<file path="config.mk">
export PLATFORM = sky130hd
export DESIGN_NAME = binary_min_heap_queue_core
export DESIGN_NICKNAME = d
export VERILOG_FILES = /design/src/rtl/bmhq_pkg.sv /design/src/rtl/bmhq_ram.sv /design/src/rtl/binary_min_heap_queue_core.sv
export SDC_FILE = /design/constraint.sdc
export NUM_CORES = 2
export LEC_CHECK = 0
export BUFFER_PORTS_ARGS = -buffer_cell sky130_fd_sc_hd__buf_4
export CORE_ASPECT_RATIO = 0.9
export CORE_MARGIN = 2
export CORE_UTILIZATION = 60
export CTS_BUF_LIST = sky130_fd_sc_hd__clkbuf_4 sky130_fd_sc_hd__clkbuf_8
export DETAILED_ROUTE_END_ITERATION = 8
export GPL_ROUTABILITY_DRIVEN = 0
export HOLD_SLACK_MARGIN = 0.03
export PLACE_DENSITY = 0.72
export SLEW_MARGIN = 30
export SYNTH_ARGS = -nofsm -noshare
export SYNTH_HDL_FRONTEND = slang
export SYNTH_SLANG_ARGS = --single-unit
</file>
<file path="constraint.sdc">
create_clock -name clk -period 10.5 [get_ports clk]
set_input_delay 1.575 -clock clk [delete_from_list [all_inputs] [get_ports clk]]
set_output_delay 1.575 -clock clk [all_outputs]
set_load 0.05 [all_outputs]
</file>
<file path="src/rtl/bmhq_pkg.sv">
// ----------------------------------------------------------------------------
// bmhq_pkg
// Shared types, codes and defaults for the binary min-heap priority queue.
// ----------------------------------------------------------------------------
package bmhq_pkg;

  // fixed field widths of the request and response channels
  localparam int KEY_W    = 16;
  localparam int TAG_W    = 16;
  localparam int FILL_W   = 7;

  // defaults for the top-level parameters
  localparam int DEF_DEPTH    = 64;
  localparam int DEF_KEY_BITS = 16;
  localparam int DEF_TAG_BITS = 16;

  // operation codes
  typedef enum logic {
    KIND_INSERT = 1'b0,
    KIND_REMOVE = 1'b1
  } kind_t;

  // completion codes
  typedef enum logic [1:0] {
    ST_DONE  = 2'd0,
    ST_EMPTY = 2'd1,
    ST_FULL  = 2'd2
  } status_t;

  // sequencer states
  typedef enum logic [3:0] {
    S_IDLE,
    S_UP_RD,
    S_UP_CMP,
    S_DQ_LAST,
    S_DQ_CUR,
    S_DN_L,
    S_DN_R,
    S_DN_SEL,
    S_DN_CMP,
    S_FIN
  } state_t;

  // request payload
  typedef struct packed {
    kind_t              kind;
    logic [KEY_W-1:0]   new_key;
    logic [TAG_W-1:0]   new_tag;
  } req_t;

  // response payload
  typedef struct packed {
    logic [KEY_W-1:0]   min_key;
    logic [TAG_W-1:0]   min_tag;
    status_t            status;
    logic [FILL_W-1:0]  fill;
  } rsp_t;

endpackage

</file>
<file path="src/rtl/bmhq_ram.sv">
// ----------------------------------------------------------------------------
// bmhq_ram
// Heap entry store: one write port and one read port with registered data.
// ----------------------------------------------------------------------------
module bmhq_ram #(
  parameter int DEPTH = 64,
  parameter int DW    = 32
) (
  input  logic                     clk,
  input  logic                     we,
  input  logic [$clog2(DEPTH)-1:0] waddr,
  input  logic [DW-1:0]            wdata,
  input  logic                     re,
  input  logic [$clog2(DEPTH)-1:0] raddr,
  output logic [DW-1:0]            rdata
);

  logic [DW-1:0] mem [DEPTH];

  // write port
  always_ff @(posedge clk) begin
    if (we) begin
      mem[waddr] <= wdata;
    end
  end

  // registered read port
  always_ff @(posedge clk) begin
    if (re) begin
      rdata <= mem[raddr];
    end
  end

endmodule

</file>
<file path="src/rtl/binary_min_heap_queue_core.sv">
// ----------------------------------------------------------------------------
// binary_min_heap_queue_core
// Binary min-heap priority queue with insert and remove-minimum operations.
// ----------------------------------------------------------------------------
//
//  channel | dir | handshake            | payload
//  --------+-----+----------------------+----------------------------------
//  req     | in  | req_valid / req_stall | kind, new_key, new_tag (req_t)
//  rsp     | out | rsp_valid / rsp_stall | min_key, min_tag, status, fill
//
//  One operation at a time. Insert time grows with the number of levels
//  climbed and remove time with the levels descended; both are set by the
//  single memory read port and the one key comparator that the sequencer
//  shares. Full inserts and empty removes go straight to S_FIN and touch
//  no entry.
//  Reset (rst, synchronous) empties the heap; the entry store is not cleared.
//  A stalled result waits in the output register; a new request is taken
//  meanwhile and finishes up to the point of reporting.
// ----------------------------------------------------------------------------
module binary_min_heap_queue_core
  import bmhq_pkg::*;
#(
  parameter int DEPTH    = DEF_DEPTH,
  parameter int KEY_BITS = DEF_KEY_BITS,
  parameter int TAG_BITS = DEF_TAG_BITS
) (
  input  logic clk,
  input  logic rst,
  input  logic req_valid,
  output logic req_stall,
  input  req_t req,
  output logic rsp_valid,
  input  logic rsp_stall,
  output rsp_t rsp
);

  localparam int AW = $clog2(DEPTH);
  localparam int CW = $clog2(DEPTH + 1);
  localparam int IW = CW + 1;
  localparam int DW = KEY_BITS + TAG_BITS;

  state_t state, state_next;

  logic [CW-1:0]       count, count_next;
  logic [AW-1:0]       pos, pos_next;
  logic [AW-1:0]       pick, pick_next;
  logic [DW-1:0]       cur, cur_next;
  logic [DW-1:0]       child, child_next;
  logic [KEY_BITS-1:0] res_key, res_key_next;
  logic [TAG_BITS-1:0] res_tag, res_tag_next;
  status_t             res_status, res_status_next;

  // memory port signals
  logic          we, re;
  logic [AW-1:0] waddr, raddr;
  logic [DW-1:0] wdata, rd_data;

  // shared comparator
  logic [KEY_BITS-1:0] cmp_a, cmp_b;
  logic                gt;

  logic          out_load;
  logic [CW-1:0] count_m1;
  logic [AW-1:0] parent;
  logic [IW-1:0] lc, rc, count_ext;
  logic [KEY_BITS-1:0] cur_key, child_key, rd_key;

  assign cur_key   = cur[DW-1:TAG_BITS];
  assign child_key = child[DW-1:TAG_BITS];
  assign rd_key    = rd_data[DW-1:TAG_BITS];
  assign gt        = cmp_a > cmp_b;

  // heap index arithmetic
  assign count_m1  = count - CW'(1);
  assign parent    = (pos - AW'(1)) >> 1;
  assign lc        = IW'({pos, 1'b1});
  assign rc        = lc + IW'(1);
  assign count_ext = IW'(count);

  assign req_stall = (state != S_IDLE);

  bmhq_ram #(
    .DEPTH (DEPTH),
    .DW    (DW)
  ) u_ram (
    .clk   (clk),
    .we    (we),
    .waddr (waddr),
    .wdata (wdata),
    .re    (re),
    .raddr (raddr),
    .rdata (rd_data)
  );

  // state register
  always_ff @(posedge clk) begin
    if (rst) begin
      state <= S_IDLE;
    end else begin
      state <= state_next;
    end
  end

  // sequencer: next state, memory ports and datapath updates
  always_comb begin
    state_next      = state;
    count_next      = count;
    pos_next        = pos;
    pick_next       = pick;
    cur_next        = cur;
    child_next      = child;
    res_key_next    = res_key;
    res_tag_next    = res_tag;
    res_status_next = res_status;
    we              = 1'b0;
    waddr           = pos;
    wdata           = cur;
    re              = 1'b0;
    raddr           = '0;
    cmp_a           = cur_key;
    cmp_b           = rd_key;
    out_load        = 1'b0;
    unique case (state)
      S_IDLE: begin
        if (req_valid) begin
          res_key_next    = '0;
          res_tag_next    = '0;
          res_status_next = ST_DONE;
          if (req.kind == KIND_INSERT) begin
            if (count >= CW'(DEPTH)) begin
              res_status_next = ST_FULL;
              state_next      = S_FIN;
            end else begin
              cur_next   = {KEY_BITS'(req.new_key), TAG_BITS'(req.new_tag)};
              pos_next   = count[AW-1:0];
              count_next = count + CW'(1);
              state_next = S_UP_RD;
            end
          end else begin
            if (count == '0) begin
              res_status_next = ST_EMPTY;
              state_next      = S_FIN;
            end else begin
              // fetch the root
              re         = 1'b1;
              raddr      = '0;
              state_next = S_DQ_LAST;
            end
          end
        end
      end
      // sift up: fetch the parent or settle at the root
      S_UP_RD: begin
        if (pos == '0) begin
          we         = 1'b1;
          state_next = S_FIN;
        end else begin
          re         = 1'b1;
          raddr      = parent;
          state_next = S_UP_CMP;
        end
      end
      // parent not smaller than the new key moves down into the hole
      S_UP_CMP: begin
        cmp_a = cur_key;
        cmp_b = rd_key;
        if (gt) begin
          we         = 1'b1;
          state_next = S_FIN;
        end else begin
          we         = 1'b1;
          wdata      = rd_data;
          pos_next   = parent;
          state_next = S_UP_RD;
        end
      end
      // root arrives; fetch the last entry
      S_DQ_LAST: begin
        res_key_next = rd_key;
        res_tag_next = rd_data[TAG_BITS-1:0];
        re           = 1'b1;
        raddr        = count_m1[AW-1:0];
        count_next   = count_m1;
        state_next   = S_DQ_CUR;
      end
      S_DQ_CUR: begin
        cur_next   = rd_data;
        pos_next   = '0;
        state_next = S_DN_L;
      end
      // sift down: fetch the left child or settle
      S_DN_L: begin
        if (lc >= count_ext) begin
          // nothing to place once the last entry was removed
          we         = (count != '0);
          state_next = S_FIN;
        end else begin
          re         = 1'b1;
          raddr      = lc[AW-1:0];
          pick_next  = lc[AW-1:0];
          state_next = S_DN_R;
        end
      end
      // left child arrives; fetch the right one if present
      S_DN_R: begin
        child_next = rd_data;
        if (rc < count_ext) begin
          re         = 1'b1;
          raddr      = rc[AW-1:0];
          state_next = S_DN_SEL;
        end else begin
          state_next = S_DN_CMP;
        end
      end
      // right child wins only when strictly smaller
      S_DN_SEL: begin
        cmp_a = child_key;
        cmp_b = rd_key;
        if (gt) begin
          child_next = rd_data;
          pick_next  = rc[AW-1:0];
        end
        state_next = S_DN_CMP;
      end
      // child not greater moves up into the hole
      S_DN_CMP: begin
        cmp_a = child_key;
        cmp_b = cur_key;
        if (gt) begin
          we         = 1'b1;
          state_next = S_FIN;
        end else begin
          we         = 1'b1;
          wdata      = child;
          pos_next   = pick;
          state_next = S_DN_L;
        end
      end
      // hand the result to the output register once it is free
      S_FIN: begin
        if (!rsp_valid || !rsp_stall) begin
          out_load   = 1'b1;
          state_next = S_IDLE;
        end
      end
      default: begin
        state_next = S_IDLE;
      end
    endcase
  end

  // entry count
  always_ff @(posedge clk) begin
    if (rst) begin
      count <= '0;
    end else begin
      count <= count_next;
    end
  end

  // datapath registers
  always_ff @(posedge clk) begin
    pos        <= pos_next;
    pick       <= pick_next;
    cur        <= cur_next;
    child      <= child_next;
    res_key    <= res_key_next;
    res_tag    <= res_tag_next;
    res_status <= res_status_next;
  end

  // output register valid
  always_ff @(posedge clk) begin
    if (rst) begin
      rsp_valid <= 1'b0;
    end else if (out_load) begin
      rsp_valid <= 1'b1;
    end else if (!rsp_stall) begin
      rsp_valid <= 1'b0;
    end
  end

  // output register payload
  always_ff @(posedge clk) begin
    if (out_load) begin
      rsp.min_key <= KEY_W'(res_key);
      rsp.min_tag <= TAG_W'(res_tag);
      rsp.status  <= res_status;
      rsp.fill    <= FILL_W'(count);
    end
  end

  // entry count stays within the store
  a_count_range: assert property (@(posedge clk) disable iff (rst)
    count <= CW'(DEPTH))
    else $error("entry count beyond depth");

  // every read lies below the entry count
  a_read_held: assert property (@(posedge clk) disable iff (rst)
    re |-> CW'(raddr) < count)
    else $error("read of an entry that is not held");

  // every write lies below the entry count
  a_write_held: assert property (@(posedge clk) disable iff (rst)
    we |-> CW'(waddr) < count)
    else $error("write beyond the held entries");

  // a taken result is not shown again unless a new one is loaded
  a_rsp_once: assert property (@(posedge clk) disable iff (rst)
    (rsp_valid && !rsp_stall && state != S_FIN) |=> !rsp_valid)
    else $error("result repeated after transfer");

  // an empty remove leaves the heap empty
  a_empty_hold: assert property (@(posedge clk) disable iff (rst)
    (req_valid && !req_stall && req.kind == KIND_REMOVE && count == '0)
      |=> count == '0)
    else $error("empty remove changed the entry count");

endmodule

</file>
Word-level counts from Yosys, hierarchy flattened. Memories as Yosys holds them, arrays and structs flattened. A register that Yosys moved wholly into a read port is not among the register bits. Cells that the tools add are included.

Register bits after elaboration: 163. RAM bits: 2048. Input bits: 37. Output and inout port bits: 43. Logic and storage cells: 125. Memories: 1.

Memory list: u_ram.mem (words 64, bits a word 32, rd ports 1, clocked after memory_dff 1, wr ports 1, RTL line bmhq_ram.sv:18) `logic [DW-1:0] mem [DEPTH];`.

$add $sub $neg: 4. Order comparisons: 4. Eq/ne operators: 18. Mux-type cells: 61. Reduce and logical (&&, ||, !) cells: 23.

Operators with widths (number): 2-to-1 mux 32 bit (6); one-hot mux 32 bit (2 select lines) (3); one-hot mux 16 bit (2 select lines) (2); 2-to-1 mux 6 bit (9); 2-to-1 mux 16 bit (3); one-hot mux 6 bit (4 select lines) (2); 2-to-1 mux 4 bit (10); one-hot mux 4 bit (10 select lines) (1); 2-to-1 mux 7 bit (3); == test 4 x 3 -> 1 bit (second input constant) (4); greater-than comparator 16 bit (1); inequality test 2 bit (second input constant) (8); 2-to-1 mux 1 bit (15); one-hot mux 7 bit (2 select lines) (1); one-hot mux 6 bit (2 select lines) (1); adder 7 x 1 -> 8 bit (second input constant) (1); == test 4 x 2 -> 1 bit (second input constant) (2); == test 4 bit (second input constant) (2); < comparator 8 x 7 -> 1 bit (1); AND reduction 2 bit (4); AND reduction 4 bit (2); nonzero test 2 bit (4); nonzero test 4 bit (2); adder 7 x 1 -> 7 bit (second input constant) (1); other kinds (19) (22).

Longest topological paths before layout.
Word-level depth: 6. Gate-level depth with buffers: 22. Depth with buffers taken out: 16.

Hierarchy. From an unflattened synthesis, not the netlist that was laid out.

Cell total of the unflattened synthesis: 3949. Area, all modules: 87032.2 µm².

Modules (own cells, without submodules): bmhq_ram (instances 1, cells each 3324, area an instance 78833.1 µm², sequential area each 62459.9 µm²); binary_min_heap_queue_core (instances 1, cells each 625, area an instance 8199.1 µm², sequential area each 4774.6 µm²).

Worst setup path before layout. Ideal clock, no wire load.

Kind: reg-to-reg. Start: register state[0]. End: memory u_ram.mem[0][0], data pin. Setup time: 539 ps. Arrival: 5333 ps. Required time: 9961 ps. Setup slack: 4628 ps. Stages on the path, launching flop included: 21. Buffers on the path: 5. Period minus slack after synthesis: 5872 ps. Path through: dfxtp_1 > buf_2 > nor2b_1 > and3_1 > clkbuf_1 > inv_1 > nand2b_1 > clkbuf_1 > buf_1 > mux2_2 > ha_1 > a21oi_1 > nor2b_1 > o21ai_0 > nand2b_1 > a21oi_1 > nor2b_1 > o21ai_0 > a31oi_1 > clkbuf_1 > o2bb2ai_1.

Longest elaborated chain between the ends: 6. Elaborated cells between the ends (all ways): 10. Those cells by class: order compare: 1; eq/ne: 3; mux: 5; reduce/logical: 1.

RTL lines: from (decl) (RTL line binary_min_heap_queue_core.sv:42) `state_t state, state_next;`; from (signal assigned) (RTL line binary_min_heap_queue_core.sv:100) `state <= state_next;`; == test 4 bit or == test 4 x 3 -> 1 bit (tied branches) (RTL line binary_min_heap_queue_core.sv:123) `unique case (state)`; OR reduction 2 bit (no line); 2-to-1 mux 16 bit (RTL line binary_min_heap_queue_core.sv:123); greater-than comparator 16 bit (RTL line binary_min_heap_queue_core.sv:71) `assign gt = cmp_a > cmp_b;`; 2-to-1 mux 32 bit (on tied branches) (RTL line binary_min_heap_queue_core.sv:229, binary_min_heap_queue_core.sv:167); one-hot mux 32 bit (2 select lines) (*) (RTL line binary_min_heap_queue_core.sv:123); named net u_ram.wdata[0] (RTL line bmhq_ram.sv:12) `input logic [DW-1:0] wdata,`; to (decl) (RTL line bmhq_ram.sv:18).

The timed path passes the listed nets; every way through them passes the cells marked *.

Final worst setup path.
Start: register pos[2]. End: register u_ram.rdata[23] (read register of u_ram.mem), data pin.

Longest elaborated chain between the ends: 4. Elaborated cells between the ends (all ways): 13. Those cells by class: add/sub: 2; order compare: 2; mux: 8; reduce/logical: 1.

RTL lines: from (decl) (RTL line binary_min_heap_queue_core.sv:45) `logic [AW-1:0] pos, pos_next;`; from (signal assigned) (RTL line binary_min_heap_queue_core.sv:263) `pos <= pos_next;`; adder 7 x 1 -> 8 bit (RTL line binary_min_heap_queue_core.sv:77) `assign rc = lc + IW'(1);`; < comparator 8 x 7 -> 1 bit (RTL line binary_min_heap_queue_core.sv:207) `if (rc < count_ext) begin`; 2-to-1 mux 1 bit or 2-to-1 mux 6 bit (tied branches) (RTL line binary_min_heap_queue_core.sv:207); one-hot mux 1 bit (5 select lines) or one-hot mux 6 bit (4 select lines) (tied branches) (RTL line binary_min_heap_queue_core.sv:123); to (decl) (RTL line bmhq_ram.sv:15) `output logic [DW-1:0] rdata`.

Parallel ways exist; a longest one is shown, timed or not. A chain may end at the register's enable or synchronous reset.

==> impl_metrics.py <==
metrics = {
    "layout": {
        "nets": 6514,
        "seq_area_sq_um": 67200,
        "final_cells": 8667,
        "layout-drive-gt1-share": 0.157,
        "layout_common_cells": "edfxtp_1, nand2_1, nand3_1",
        "synthToLayoutAreaGrowth_pct": 11.7,
        "utilization": 0.677,
        "fill_cells": 10100,
        "final_common_cell": "edfxtp_1",
        "multi_input_area_sq_um": 21800,
        "fin_area_sq_um": 101000,
    },
    "placed_design": {
        "port-buffer-count": 79,
        "place_inst": 8054,
        "place_area_sq_um": 93800,
        "dp_hpwl_um": 144000,
        "dp_slack_ns": 4.14,
    },
    "yosys": {
        "yosysUniqueCellTypes": 75,
        "ys_seq_area_frac": 0.747,
        "synth_edf_count": 2231,
        "avgSynthCellArea_sq_um": 14.4,
        "ys_ff_latch": 2243,
        "syn_area_sq_um": 90000,
        "synth_flop_cell": "edfxtp_1",
        "yosysWarnings": 0,
        "ys_async_sr_fraction": 0,
        "syn_inst": 6264,
        "syn-num-nets": 6334,
    },
    "pwr": {
        "peakVddDrop_v": 0.000307,
        "p_leak_nw": 33.5,
        "p_per_area_nw_per_um2": 336,
        "fin_total_pwr_mw": 33.7,
    },
    "hold_path": {
        "hold_path_class": "flip-flop to flip-flop",
        "whs_path_depth": 0,
        "hold_start": "res_tag[1]",
        "holdPathEnd": "rsp[10]",
    },
    "worst_setup_path": {
        "crit_chain": "inv_1 > nor3_1 > nand3_1 > xnor2_1 > ha_1 > a21oi_1 > and2_1 > a31oi_1 > nand2_4 > buf_12 > nor2_2 > buf_4 > nand2_1 > o22ai_1 > nor4_1 > and4_1",
        "path_max_fanout": 124,
        "crit_path_max_incr_delay_ns": 0.84,
        "slowest_stage": "nor4_1",
        "critPathRequiredTime_ns": 11.39,
        "arrival_ns": 7.40,
        "cp-start-kind": "flip-flop",
        "r2r-start": "pos[2]",
        "cp.depth": 16,
        "crit_family": "simple AND/OR/NAND/NOR gates",
        "cp_num_buf_inv": 3,
        "r2r_cells": 16,
        "end_kind": "flip-flop",
        "r2r_slack_ns": 3.99,
        "r2r_end": "u_ram.rdata[23]",
        "crit_type": "flip-flop to flip-flop",
    },
    "detailed_routing": {
        "drtPass1Iterations": 9,
        "finalWirelength_um": 278000,
        "routedWlPerCell_um": 32.1,
        "ant_nets": 0,
        "route.vias.total": 58900,
        "viasPerCell": 6.79,
        "drt_iter0_markers": 10800,
        "drc_errors": 0,
    },
    "clock_tree": {
        "cts.htree.levels": 5,
        "ctsResizeCount": 0,
        "cts_tree": "done",
        "insertion_delay_ns": 1.05,
        "clk_pin_slew_ns": 0.06,
        "clockBufferDepth": 4,
        "cts_buffers": 358,
        "clock_sinks": 2243,
        "root_buffer": "clkbuf_8",
        "cts_hold_buffers": 0,
        "post_cts_buffers": 0,
    },
    "floorplan": {
        "num_rows": 134,
        "core_sq_um": 149000,
        "dieArea_sq_um": 153000,
        "fp.dieH_um": 371,
        "die_w_um": 412,
        "ios": 80,
        "initial_core_util": 0.606,
    },
    "sta": {
        "totalNegativeSetupSlack_ns": 0,
        "min_period_ns": 6.51,
        "skew_ns": 0.0659,
        "finalMaxSlewViolations": 0,
        "max_freq_mhz": 154,
        "hold_viol": 0,
        "tightest_slew_ns": 1.10,
        "setup_viol": 0,
        "holdWs_ns": 0.411,
        "slew_headroom": 0.266,
        "fin_ws_ns": 3.99,
        "rsz0062_at_grt": "false",
        "period_share": 0.620,
    },
    "global_route": {
        "antenna_found_initial": 15,
        "grt_pass1_wl_um": 391000,
        "track_usage": 0.361,
        "grt_pass1_vias": 54800,
        "grt_remaining_overflow": 0,
        "grt_max_degree": 173,
    },
    "flow_run": {
        "max-cap-violations": 0,
    },
    "run_status": {
        "status": "complete, no violations",
    },
}
## power by group
part | leakage [nW] | switching, mW | total (mW) | internal, mW
Combinational | 9.81 | 9.56 | 13.1 | 3.58
Clock | 3.49 | 3.32 | 7.05 | 3.74
Sequential | 20.2 | 0.553 | 13.6 | 13.0
Total | 33.5 | 13.4 | 33.7 | 20.3
## registers in the layout, summed over array words and instances (netlist names)
register     flops
res_status       2
state            4
res_key         16
u_ram.rdata     32
rsp_valid        1
res_tag         16
rsp             41
u_ram.mem     2048
pos              6
child           32
count            7
pick             6
cur             32
## layout make-up
type / count / share of cell area
antenna: 2 / 0.0000498
timing repair buffer: 255 / 0.0234
sequential: 2243 / 0.669
multi-input combinational: 3573 / 0.217
clock inverter: 134 / 0.00693
tap: 1972 / 0.0246
clock buffer: 475 / 0.0585
inverter: 13 / 0.000486
## logic make-up (layout without fill, tap and decap cells)
logic type,after synthesis,after routing,share of synthesized area
AO/OA/AOI/OAI,723,723,0.0605
XOR/XNOR,22,22,0.00214
adder cells (fa/ha/maj),33,33,0.00459
buffers and inverters,448,877,0.0252
flip-flops,2243,2243,0.747
multiplexers,168,168,0.0312
other,0,2,0
AND/OR/NAND/NOR,2627,2627,0.129
## worst max-delay path by stage
stage | from | endpoint
after floorplan | state[0] | u_ram.mem[0][0]
after global placement | pos[2] | u_ram.rdata[28]
after detailed placement | pos[0] | u_ram.rdata[0]
after CTS | pos[0] | u_ram.rdata[0]
after global routing | state[1] | u_ram.mem[42][1]
final | pos[2] | u_ram.rdata[23]
## layer usage
| layer | wire length (um) | vias up | GRT usage |
|---|---|---|---|
| met5 | 107 | - | 0 |
| met3 | 44200 | 940 | 0.120 |
| met1 | 97900 | 28800 | 0.499 |
| met2 | 120000 | 4951 | 0.517 |
| met4 | 15800 | 10 | 0.182 |
| li1 | - | 24200 | - |
## worst register-to-register path: stages (launching register included)
cell and delay [ns]:
edfxtp_1 0.77, inv_1 0.28, nor3_1 0.41, nand3_1 0.16, xnor2_1 0.18, ha_1 0.31
a21oi_1 0.27, and2_1 0.34, a31oi_1 0.22, nand2_4 0.38, buf_12 0.57, nor2_2 0.24
buf_4 0.24, nand2_1 0.67, o22ai_1 0.23, nor4_1 0.84, and4_1 0.30
## synthesized netlist by cell type (all sizes together), types with 63 or more instances
master  count  area, sq um
a211oi     77          578
a21oi      72          360
a22oi      63          473
a311oi    128         1120
a31oi     142          903
and3      214         1340
buf       255         1540
clkbuf    180          676
edfxtp   2231        67000
mux4       85         1910
nand2    1587         5960
nand3     525         2630
nor2      107          407
Power figures use the tool's default switching activity.
